[src/rtl/brd_pkg.sv]
// ----------------------------------------------------------------------------
// brd_pkg
// Shared types, constants and helpers for the binary to radix digit converter.
// ----------------------------------------------------------------------------
package brd_pkg;

  localparam int VALUE_W        = 31;
  localparam int RADIX_W        = 6;
  localparam int DIGIT_W        = 6;
  localparam int CHAR_W         = 7;
  localparam int VALUE_BITS_DEF = 31;
  localparam int MAX_DIGITS_DEF = 32;

  localparam logic [RADIX_W-1:0] RADIX_MIN  = 6'd2;
  localparam logic [RADIX_W-1:0] RADIX_MAX  = 6'd36;
  localparam logic [DIGIT_W-1:0] DEC_DIGITS = 6'd10;
  localparam logic [CHAR_W-1:0]  CHAR_ZERO  = 7'h30;
  localparam logic [CHAR_W-1:0]  CHAR_A     = 7'h41;

  typedef struct packed {
    logic [VALUE_W-1:0] value;
    logic [RADIX_W-1:0] radix;
  } in_word_t;

  typedef struct packed {
    logic [CHAR_W-1:0] digit_char;
    logic              last;
  } out_word_t;

  // broadcast to every cell of the chain
  typedef struct packed {
    logic clear;
    logic shift;
  } cell_ctl_t;

  typedef enum logic [1:0] {
    ST_IDLE,
    ST_CONV,
    ST_SKIP,
    ST_EMIT
  } state_t;

  function automatic logic [CHAR_W-1:0] digit_to_char(input logic [DIGIT_W-1:0] d);
    logic [CHAR_W-1:0] d7;
    d7 = {1'b0, d};
    if (d < DEC_DIGITS) begin
      return CHAR_ZERO + d7;
    end else begin
      return CHAR_A + d7 - {1'b0, DEC_DIGITS};
    end
  endfunction

endpackage

[src/rtl/binary_to_radix_digits.sv]
// ----------------------------------------------------------------------------
// binary_to_radix_digits
// Converts a binary value to ASCII digits in radix 2..36, most significant
// first, with the final digit flagged.
// ----------------------------------------------------------------------------
//  channel | ports                          | word
//  --------+--------------------------------+-------------------------------
//  input   | in_valid, in_stall, in_word    | value[30:0], radix[5:0]
//  output  | out_valid, out_stall, out_word | digit_char[6:0], last
//
//  The value is shifted MSB first into a skewed chain of MAX_DIGITS digit
//  cells; the conversion time is set by VALUE_BITS and the carry skew along
//  the chain. The chain then shifts toward the top cell, skipping leading
//  zeros until it finds the leading digit, then shifts once per digit sent.
//  in_stall is high from acceptance until the last digit is loaded into the
//  output register; a stalled output word holds. Reset is synchronous.
// ----------------------------------------------------------------------------
module binary_to_radix_digits #(
  parameter int VALUE_BITS = brd_pkg::VALUE_BITS_DEF,
  parameter int MAX_DIGITS = brd_pkg::MAX_DIGITS_DEF
) (
  input  logic               clk,
  input  logic               rst_n,
  input  logic               in_valid,
  output logic               in_stall,
  input  brd_pkg::in_word_t  in_word,
  output logic               out_valid,
  input  logic               out_stall,
  output brd_pkg::out_word_t out_word
);
  import brd_pkg::*;

  localparam int CYC_W = $clog2(VALUE_BITS + MAX_DIGITS);
  localparam int REM_W = $clog2(MAX_DIGITS + 1);
  localparam logic [CYC_W-1:0] CYC_END  = CYC_W'(VALUE_BITS + MAX_DIGITS - 2);
  localparam logic [CYC_W-1:0] CYC_BITS = CYC_W'(VALUE_BITS);
  localparam logic [REM_W-1:0] REM_FULL = REM_W'(MAX_DIGITS);
  localparam logic [REM_W-1:0] REM_ONE  = REM_W'(1);

  state_t              state_r, state_nxt;
  logic [VALUE_BITS-1:0] val_r;
  logic [VALUE_BITS-1:0] val_in;
  logic [RADIX_W-1:0]  rad_r;
  logic [RADIX_W-1:0]  rad_in;
  logic [CYC_W-1:0]    cyc_r;
  logic [REM_W-1:0]    rem_r;
  logic                ovf_r;
  logic                out_valid_r;
  out_word_t           out_word_r;

  logic                in_fire;
  logic                out_free;
  logic                emit_now;
  logic                act0;
  logic                top_zero;
  logic                ovf;
  cell_ctl_t           ctl;

  logic               act_c   [MAX_DIGITS+1];
  logic               carry_c [MAX_DIGITS+1];
  logic [DIGIT_W-1:0] dig_c   [MAX_DIGITS+1];

  // value field widened or narrowed to VALUE_BITS
  generate
    if (VALUE_BITS <= VALUE_W) begin : g_trunc
      assign val_in = in_word.value[VALUE_BITS-1:0];
    end else begin : g_ext
      assign val_in = {{(VALUE_BITS - VALUE_W){1'b0}}, in_word.value};
    end
  endgenerate

  always_comb begin
    if (in_word.radix < RADIX_MIN) begin
      rad_in = RADIX_MIN;
    end else if (in_word.radix > RADIX_MAX) begin
      rad_in = RADIX_MAX;
    end else begin
      rad_in = in_word.radix;
    end
  end

  assign in_fire  = in_valid && !in_stall;
  assign out_free = !out_valid_r || !out_stall;
  assign top_zero = (dig_c[MAX_DIGITS] == '0);
  // a carry out of the top cell means more digits than cells: send them all
  assign ovf      = ovf_r || carry_c[MAX_DIGITS];

  // cell chain: cell 0 takes the value bits, cell i feeds cell i+1
  assign act_c[0]   = act0;
  assign carry_c[0] = val_r[VALUE_BITS-1];
  assign dig_c[0]   = '0;

  generate
    for (genvar i = 0; i < MAX_DIGITS; i++) begin : g_cell
      brd_cell u_cell (
        .clk       (clk),
        .rst_n     (rst_n),
        .ctl       (ctl),
        .radix     (rad_r),
        .act_in    (act_c[i]),
        .carry_in  (carry_c[i]),
        .digit_in  (dig_c[i]),
        .act_out   (act_c[i+1]),
        .carry_out (carry_c[i+1]),
        .digit     (dig_c[i+1])
      );
    end
  endgenerate

  // next state
  always_comb begin
    state_nxt = state_r;
    case (state_r)
      ST_IDLE: begin
        if (in_fire) state_nxt = ST_CONV;
      end
      ST_CONV: begin
        if (cyc_r == CYC_END) state_nxt = ST_SKIP;
      end
      ST_SKIP: begin
        if (!top_zero || ovf || rem_r == REM_ONE) state_nxt = ST_EMIT;
      end
      ST_EMIT: begin
        if (out_free && rem_r == REM_ONE) state_nxt = ST_IDLE;
      end
      default: state_nxt = ST_IDLE;
    endcase
  end

  // outputs of the sequencer
  always_comb begin
    in_stall  = 1'b1;
    ctl.clear = 1'b0;
    ctl.shift = 1'b0;
    act0      = 1'b0;
    emit_now  = 1'b0;
    case (state_r)
      ST_IDLE: begin
        in_stall  = 1'b0;
        ctl.clear = in_valid;
      end
      ST_CONV: begin
        act0 = (cyc_r < CYC_BITS);
      end
      ST_SKIP: begin
        ctl.shift = top_zero && !ovf && (rem_r != REM_ONE);
      end
      ST_EMIT: begin
        emit_now  = out_free;
        ctl.shift = out_free;
      end
      default: begin
        in_stall = 1'b1;
      end
    endcase
  end

  always_ff @(posedge clk) begin
    if (!rst_n) begin
      state_r     <= ST_IDLE;
      cyc_r       <= '0;
      rem_r       <= '0;
      ovf_r       <= 1'b0;
      out_valid_r <= 1'b0;
    end else begin
      state_r <= state_nxt;
      if (in_fire) begin
        cyc_r <= '0;
      end else if (state_r == ST_CONV) begin
        cyc_r <= cyc_r + CYC_W'(1);
      end
      if (in_fire) begin
        rem_r <= REM_FULL;
      end else if (ctl.shift) begin
        rem_r <= rem_r - REM_ONE;
      end
      if (in_fire) begin
        ovf_r <= 1'b0;
      end else begin
        ovf_r <= ovf;
      end
      if (emit_now) begin
        out_valid_r <= 1'b1;
      end else if (!out_stall) begin
        out_valid_r <= 1'b0;
      end
    end
  end

  always_ff @(posedge clk) begin
    if (in_fire) begin
      val_r <= val_in;
      rad_r <= rad_in;
    end else if (state_r == ST_CONV) begin
      val_r <= {val_r[VALUE_BITS-2:0], 1'b0};
    end
    if (emit_now) begin
      out_word_r.digit_char <= digit_to_char(dig_c[MAX_DIGITS]);
      out_word_r.last       <= (rem_r == REM_ONE);
    end
  end

  assign out_valid = out_valid_r;
  assign out_word  = out_word_r;

endmodule

[src/rtl/brd_cell.sv]
// ----------------------------------------------------------------------------
// brd_cell
// One radix digit of the conversion chain: doubles its digit and adds the
// incoming carry modulo the radix, handing the carry up in the next cycle.
// ----------------------------------------------------------------------------
module brd_cell (
  input  logic                       clk,
  input  logic                       rst_n,
  input  brd_pkg::cell_ctl_t         ctl,
  input  logic [brd_pkg::RADIX_W-1:0] radix,
  input  logic                       act_in,
  input  logic                       carry_in,
  input  logic [brd_pkg::DIGIT_W-1:0] digit_in,
  output logic                       act_out,
  output logic                       carry_out,
  output logic [brd_pkg::DIGIT_W-1:0] digit
);
  import brd_pkg::*;

  logic               act_r;
  logic               carry_r;
  logic [DIGIT_W-1:0] digit_r;
  logic [DIGIT_W:0]   dbl;
  logic [DIGIT_W:0]   red;
  logic               ge;

  // digit < radix, so 2*digit + 1 < 2*radix: one compare and subtract
  always_comb begin
    dbl = {digit_r, carry_in};
    ge  = (dbl >= {1'b0, radix});
    red = ge ? (dbl - {1'b0, radix}) : dbl;
  end

  always_ff @(posedge clk) begin
    if (!rst_n) begin
      act_r   <= 1'b0;
      carry_r <= 1'b0;
    end else if (ctl.clear) begin
      act_r   <= 1'b0;
      carry_r <= 1'b0;
    end else begin
      act_r   <= act_in;
      carry_r <= act_in & ge;
    end
  end

  always_ff @(posedge clk) begin
    if (ctl.clear) begin
      digit_r <= '0;
    end else if (ctl.shift) begin
      digit_r <= digit_in;
    end else if (act_in) begin
      digit_r <= red[DIGIT_W-1:0];
    end
  end

  assign act_out   = act_r;
  assign carry_out = carry_r;
  assign digit     = digit_r;

endmodule

[config.mk]
export PLATFORM = sky130hd
export DESIGN_NAME = binary_to_radix_digits
export DESIGN_NICKNAME = d
export VERILOG_FILES = /design/src/rtl/brd_pkg.sv /design/src/rtl/binary_to_radix_digits.sv /design/src/rtl/brd_cell.sv
export SDC_FILE = /design/constraint.sdc
export NUM_CORES = 1
export LEC_CHECK = 0
export BUFFER_PORTS_ARGS = -buffer_cell sky130_fd_sc_hd__clkbuf_2
export CELL_PAD_IN_SITES_DETAIL_PLACEMENT = 0
export CELL_PAD_IN_SITES_GLOBAL_PLACEMENT = 2
export CORE_UTILIZATION = 41
export CTS_BUF_LIST = sky130_fd_sc_hd__clkbuf_4 sky130_fd_sc_hd__clkbuf_8
export CTS_CLUSTER_DIAMETER = 100
export DETAILED_ROUTE_END_ITERATION = 10
export HOLD_SLACK_MARGIN = 0.03
export PLACE_DENSITY_LB_ADDON = 0.05
export SYNTH_ARGS = -nofsm -noshare
export SYNTH_HDL_FRONTEND = slang
export SYNTH_SLANG_ARGS = --single-unit
export TNS_END_PERCENT = 1
[constraint.sdc]
create_clock -name clk -period 6.2 [get_ports clk]
set_input_delay 1.24 -clock clk [delete_from_list [all_inputs] [get_ports clk]]
set_output_delay 1.24 -clock clk [all_outputs]
set_load 0.02 [all_outputs]
# == After elaboration in Yosys (flattened, before gate mapping) ==
# Cells that the tools add are included.
# word_totals
regBits,316
input_bits,41
output_inout_bits,10
elab_cells,387
# op_classes
add_sub_neg,37
magnitude_cmp,36
eq_ne,11
muxes,112
bitwise_logic,33
n_reduce_logical,52
# ops
cell,n
two-way mux 6 bit,97
greater-or-equal comparator 7 x 6 -> 1 bit,32
subtractor 6 bit,32
nonzero test 2 bit,33
two-way mux 31 bit,2
bitwise AND 1 bit,32
two-way mux 2 bit,4
"!= test 2 bit, second input constant",4
case mux 2 bit (4 select lines),1
OR reduction 2 bit,4
"adder 6 x 6 -> 7 bit, first input constant",1
"adder 7 x 6 -> 7 bit, first input constant",1
two-way mux 7 bit,1
"subtractor 7 x 4 -> 7 bit, second input constant",1
"adder 6 x 1 -> 6 bit, second input constant",1
"equality test 6 x 1 -> 1 bit, second input constant",1
"equality test 6 bit, second input constant",1
"greater-than comparator 6 bit, second input constant",1
zero test 6 bit,1
"< comparator 6 x 2 -> 1 bit, second input constant",1
"< comparator 6 x 4 -> 1 bit, second input constant",1
"< comparator 6 x 5 -> 1 bit, second input constant",1
two-way mux 1 bit,6
"!= test 6 x 1 -> 1 bit, second input constant",1
11 further kinds,21

# == Logic depth before layout (Yosys ltp) ==
# logic_depth
ltp_word,7
ltp_mapped,11
depth_no_buf,9

# == Cells and area by module ==
# A second synthesis with hierarchy kept.
# unflattened
hier_cells,3144
area_unflattened_um2,26531.7
# modules_own_cells
module,n_inst,cells_per_inst,area_per_inst_um2,seq_area_each_um2
brd_cell,32,91,737.0,160.2
binary_to_radix_digits,1,232,2949.1,1671.6

# == Worst setup path before layout ==
# OpenSTA, ideal clock, no wires.
# synth_timing
path_kind,reg2reg
startpoint,reg rad_r[1]
endpoint,reg g_cell[0].u_cell.digit_r[0]
setup_time_ps,70
arrival_time_ps,4204
required_ps,6130
setup_slack_ps,1926
path_stages_with_launch,9
n_path_buf,0
synth_period_minus_slack_ps,4274
path_cell_list,edfxtp_1 > inv_1 > ha_1 > nor2b_1 > o31a_1 > o31a_1 > nor2_1 > mux2_2 > a21oi_1
# synth_between
elab_chain_cells,2
# synth_rtl
element,line,source
start: declaration,binary_to_radix_digits.sv:43,logic [RADIX_W-1:0] rad_r;
start signal: assignment,binary_to_radix_digits.sv:193,rad_r <= rad_in;
greater-or-equal comparator 7 x 6 -> 1 bit,brd_cell.sv:30,"ge = (dbl >= {1'b0, radix});"
two-way mux 6 bit,brd_cell.sv:31,"red = ge ? (dbl - {1'b0, radix}) : dbl;"
end signal: assignment,brd_cell.sv:51,digit_r <= digit_in;
end signal: assignment,brd_cell.sv:53,digit_r <= red[DIGIT_W-1:0];
end: declaration,brd_cell.sv:22,logic [DIGIT_W-1:0] digit_r;
# No other way between the ends.
# A chain may end at the register's enable or synchronous reset.

# == Worst setup path after layout ==
# layout_timing
startpoint,reg rad_r[1]
endpoint,reg g_cell[18].u_cell.digit_r[0]
# layout_between
elab_chain_cells,4
# layout_rtl
element,line,source
greater-or-equal comparator 7 x 6 -> 1 bit,brd_cell.sv:30,
two-way mux 6 bit,brd_cell.sv:31,
two-way mux 6 bit,brd_cell.sv:52,end else if (act_in) begin
two-way mux 6 bit,brd_cell.sv:50,end else if (ctl.shift) begin
end signal: assignment,brd_cell.sv:51,
end signal: assignment,brd_cell.sv:53,
end: declaration,brd_cell.sv:22,
# No other way between the ends. The select of a mux whose other input is x is not followed.

==> impl_metrics.yaml <==
cts:
  cts_resized: 0
  path_clk_slew_ns: 0.06
  clk_path_buf_depth: 3
  cts.htree.levels: 2
  cts_tree: "built"
  cts_made_buffers: 59
  cts-root-buf: "clkbuf_8"
  post_cts_buffers: 0
  clock-sinks: 316
  cts_hold_buffers: 0
  clkLatencyLatePin_ns: 0.67
yosys:
  ys_ff_latch: 316
  ys_types: 64
  yosysTopAreaCell: "dfxtp_1"
  synth_area_um2: 22240
  async_flop_share: 0
  yosys_warnings: 0
  avgSynthCellArea_um2: 8.459
  synth_top_cells_by_area: "dfxtp_1 (24%), ha_1 (11%), edfxtp_1 (6.1%)"
  syn_nets: 2904
  ys_seq_area_frac: 0.3047
  synth_edf_count: 45
  synth_top_area_share: 0.2440
  synthFlopType: "dfxtp_1"
  synthCells: 2629
routing:
  ant_nets: 0
  drcViolationCount: 0
  firstDrtPassIters: 5
  routedWlPerCell_um: 18.44
  routed_wl_um: 62490
  dr.first_iter.drc_count: 954
  via_per_inst: 5.690
  vias: 19280
setup_path:
  cpLargestDelayFamily: "buffers and inverters"
  path_buf_inv: 3
  critical_path.startpoint: "rad_r[1]"
  slowest_stage: "a31oi_1"
  arrival_ns: 4.19
  cp-start-kind: "register"
  crit_fanout: 18
  max_stage_delay_ns: 0.72
  crit_top_cell: "buf_4"
  critical_path_class: "register to register"
  worstReg2RegStart: "rad_r[1]"
  end_kind: "register"
  worstPathRequired_ns: 6.76
  path_cells: "buf_4 > inv_2 > buf_4 > ha_1 > nor2b_1 > o31a_1 > o21ai_0 > a31oi_1 > mux2_2 > o22ai_1"
run_status:
  status: "finished clean"
sta:
  finalClockSkew_ns: 0.03230
  setup_violations: 0
  tns_ns: 0
  finalHoldViolCount: 0
  slew_headroom: 0.3625
  layout_setup_ws_ns: 2.574
  rsz0062_at_grt: "no"
  maxSlewViolCount: 0
  finalCritPeriodShare: 0.5848
  worstMarginPinSlew_ns: 0.9563
  fin_crit_ns: 3.626
  fmax_ghz: 0.2758
floorplanning:
  coreArea_um2: 53080
  dieWidth_um: 234.9
  fp-row-count: 84
  initial_core_util: 0.4190
  ios: 51
  die-area_um2: 55180
  fp.dieH_um: 234.9
min_path:
  hold_class: "register to register"
  worstHoldStart: "ovf_r"
power:
  total_leakage_power_nw: 9.470
  ir_worst_vdd_v: 0.0002372
  power.density_nw_per_um2: 371.8
place:
  port-buffer-count: 50
  place_congestion: 0.8586
  dp_hpwl_um: 41370
  dpl_worst_slack_ns: 2.609
grt:
  grt.total_usage: 0.2262
  grt_pass1_wl_um: 102000
  grt_max_degree: 92
  grt_pass1_vias: 18880
  antenna_found_initial: 1
  overflow: 0
flow_run:
  drv.max_cap_violation_count: 0
final_layout:
  drive_gt1_frac: 0.08788
  layout.nets: 2923
  syn_to_final_growth_pct: 9.542
[path summary, 6_finish.rpt]
check                               end  slack (ns)  cells past startpoint
max reg2reg  g_cell[18].u_cell.digit[0]        2.57                     10
max          g_cell[18].u_cell.digit[0]        2.57                     10
min                               ovf_r        0.48                      2
min reg2reg                       ovf_r        0.48                      2
[sequential cells by signal, indices dropped and copies added, names as in the netlist]
signal	cells
cyc_r	6
g_cell.u_cell.act_out	31
g_cell.u_cell.carry_out	32
g_cell.u_cell.digit	192
out_valid	1
out_word	8
ovf_r	1
rad_r	6
rem_r	6
state_r	2
val_r	31
[cells in the mapped netlist, types with 45 or more instances]
cell      instances
a21o_1           69
a21oi_1         231
a31oi_1          76
and3_1           47
clkbuf_1         74
dfxtp_1         271
edfxtp_1         45
ha_1            202
inv_1           117
mux2i_1          96
nand2_1         197
nand2b_1         90
nor2_1          161
nor3_1           66
nor3b_1          59
o21ai_0         175
o22ai_1          78
xnor2_1          56
[worst reg2reg max path, delay by kind of cell, from the launching register on]
family | cells | cell delay (ns)
AOI/OAI and AO/OA | 4 | 1.16
adders and majority gates | 1 | 0.19
buffers and inverters | 3 | 1.25
DFF | 1 | 0.35
muxes | 1 | 0.41
and+or+nand+nor | 1 | 0.17
[routing by layer]
layer  vias up  global-route usage  share of wire  wire, um
li1       9748                   -              -         -
met1      9152              0.3129           0.50     31030
met2       298              0.3694           0.45     28120
met3        79             0.02867          0.035      2183
met4         0             0.06120          0.019      1158
met5         -                   0              0         0
[kinds of logic after synthesis]
| logic type | count (synthesis) | share of synthesized area |
|---|---|---|
| simple gates | 790 | 0.1822 |
| buf+inv | 233 | 0.04237 |
| fa+ha+maj | 235 | 0.1429 |
| mux | 131 | 0.06093 |
| flops | 316 | 0.3047 |
| xor+xnor | 90 | 0.03545 |
| compound gates | 834 | 0.2315 |
[power by group]
part	internal (mW)	switching, mW
Clock	1.24	0.977
Sequential	2.44	0.234
Combinational	1.52	2.64
Total	5.20	3.86
[layout by cell type, fill, tap and decap left out, types with 40 or more instances in the layout]
cell type / count
dfxtp_1: 271
a21oi_1: 231
ha_1: 202
nand2_1: 196
o21ai_0: 175
nor2_1: 161
inv_1: 111
mux2i_1: 96
nand2b_1: 90
o22ai_1: 78
a31oi_1: 76
clkbuf_8: 76
a21o_1: 69
nor3_1: 65
nor3b_1: 59
xnor2_1: 56
clkbuf_2: 50
and3_1: 47
edfxtp_1: 45
o211ai_1: 40
nand3_1: 40
[stage by stage]
stage | hold slack (ns) | std cells | utilization | total power, mW | area (um2)
2_1_floorplan | 0.4355 | 2629 | - | 5.770 | 22240
3_3_place_gp | 0.4581 | 3275 | 0.4346 | 6.842 | 23060
3_5_place_dp | 0.4728 | 3275 | 0.4346 | 6.878 | 23060
4_1_cts | 0.4833 | 3385 | 0.4588 | 9.165 | 24350
5_1_grt | 0.5061 | 3387 | 0.4589 | 9.765 | 24360
6_report | 0.4793 | 3388 | 0.4590 | 9.058 | 24360
[layout make-up]
cell class | count | area, um2
Antenna cell | 3 | 7.507
Clock buffer | 86 | 1121
Clock inverter | 24 | 167.7
Fill cell | 5241 | 28720
Inverter | 117 | 444.2
Multi-Input combinational cell | 2080 | 14540
Sequential cell | 316 | 6777
Tap cell | 688 | 860.8
Timing Repair Buffer | 74 | 442.9
Power figures use the tool's default switching activity.
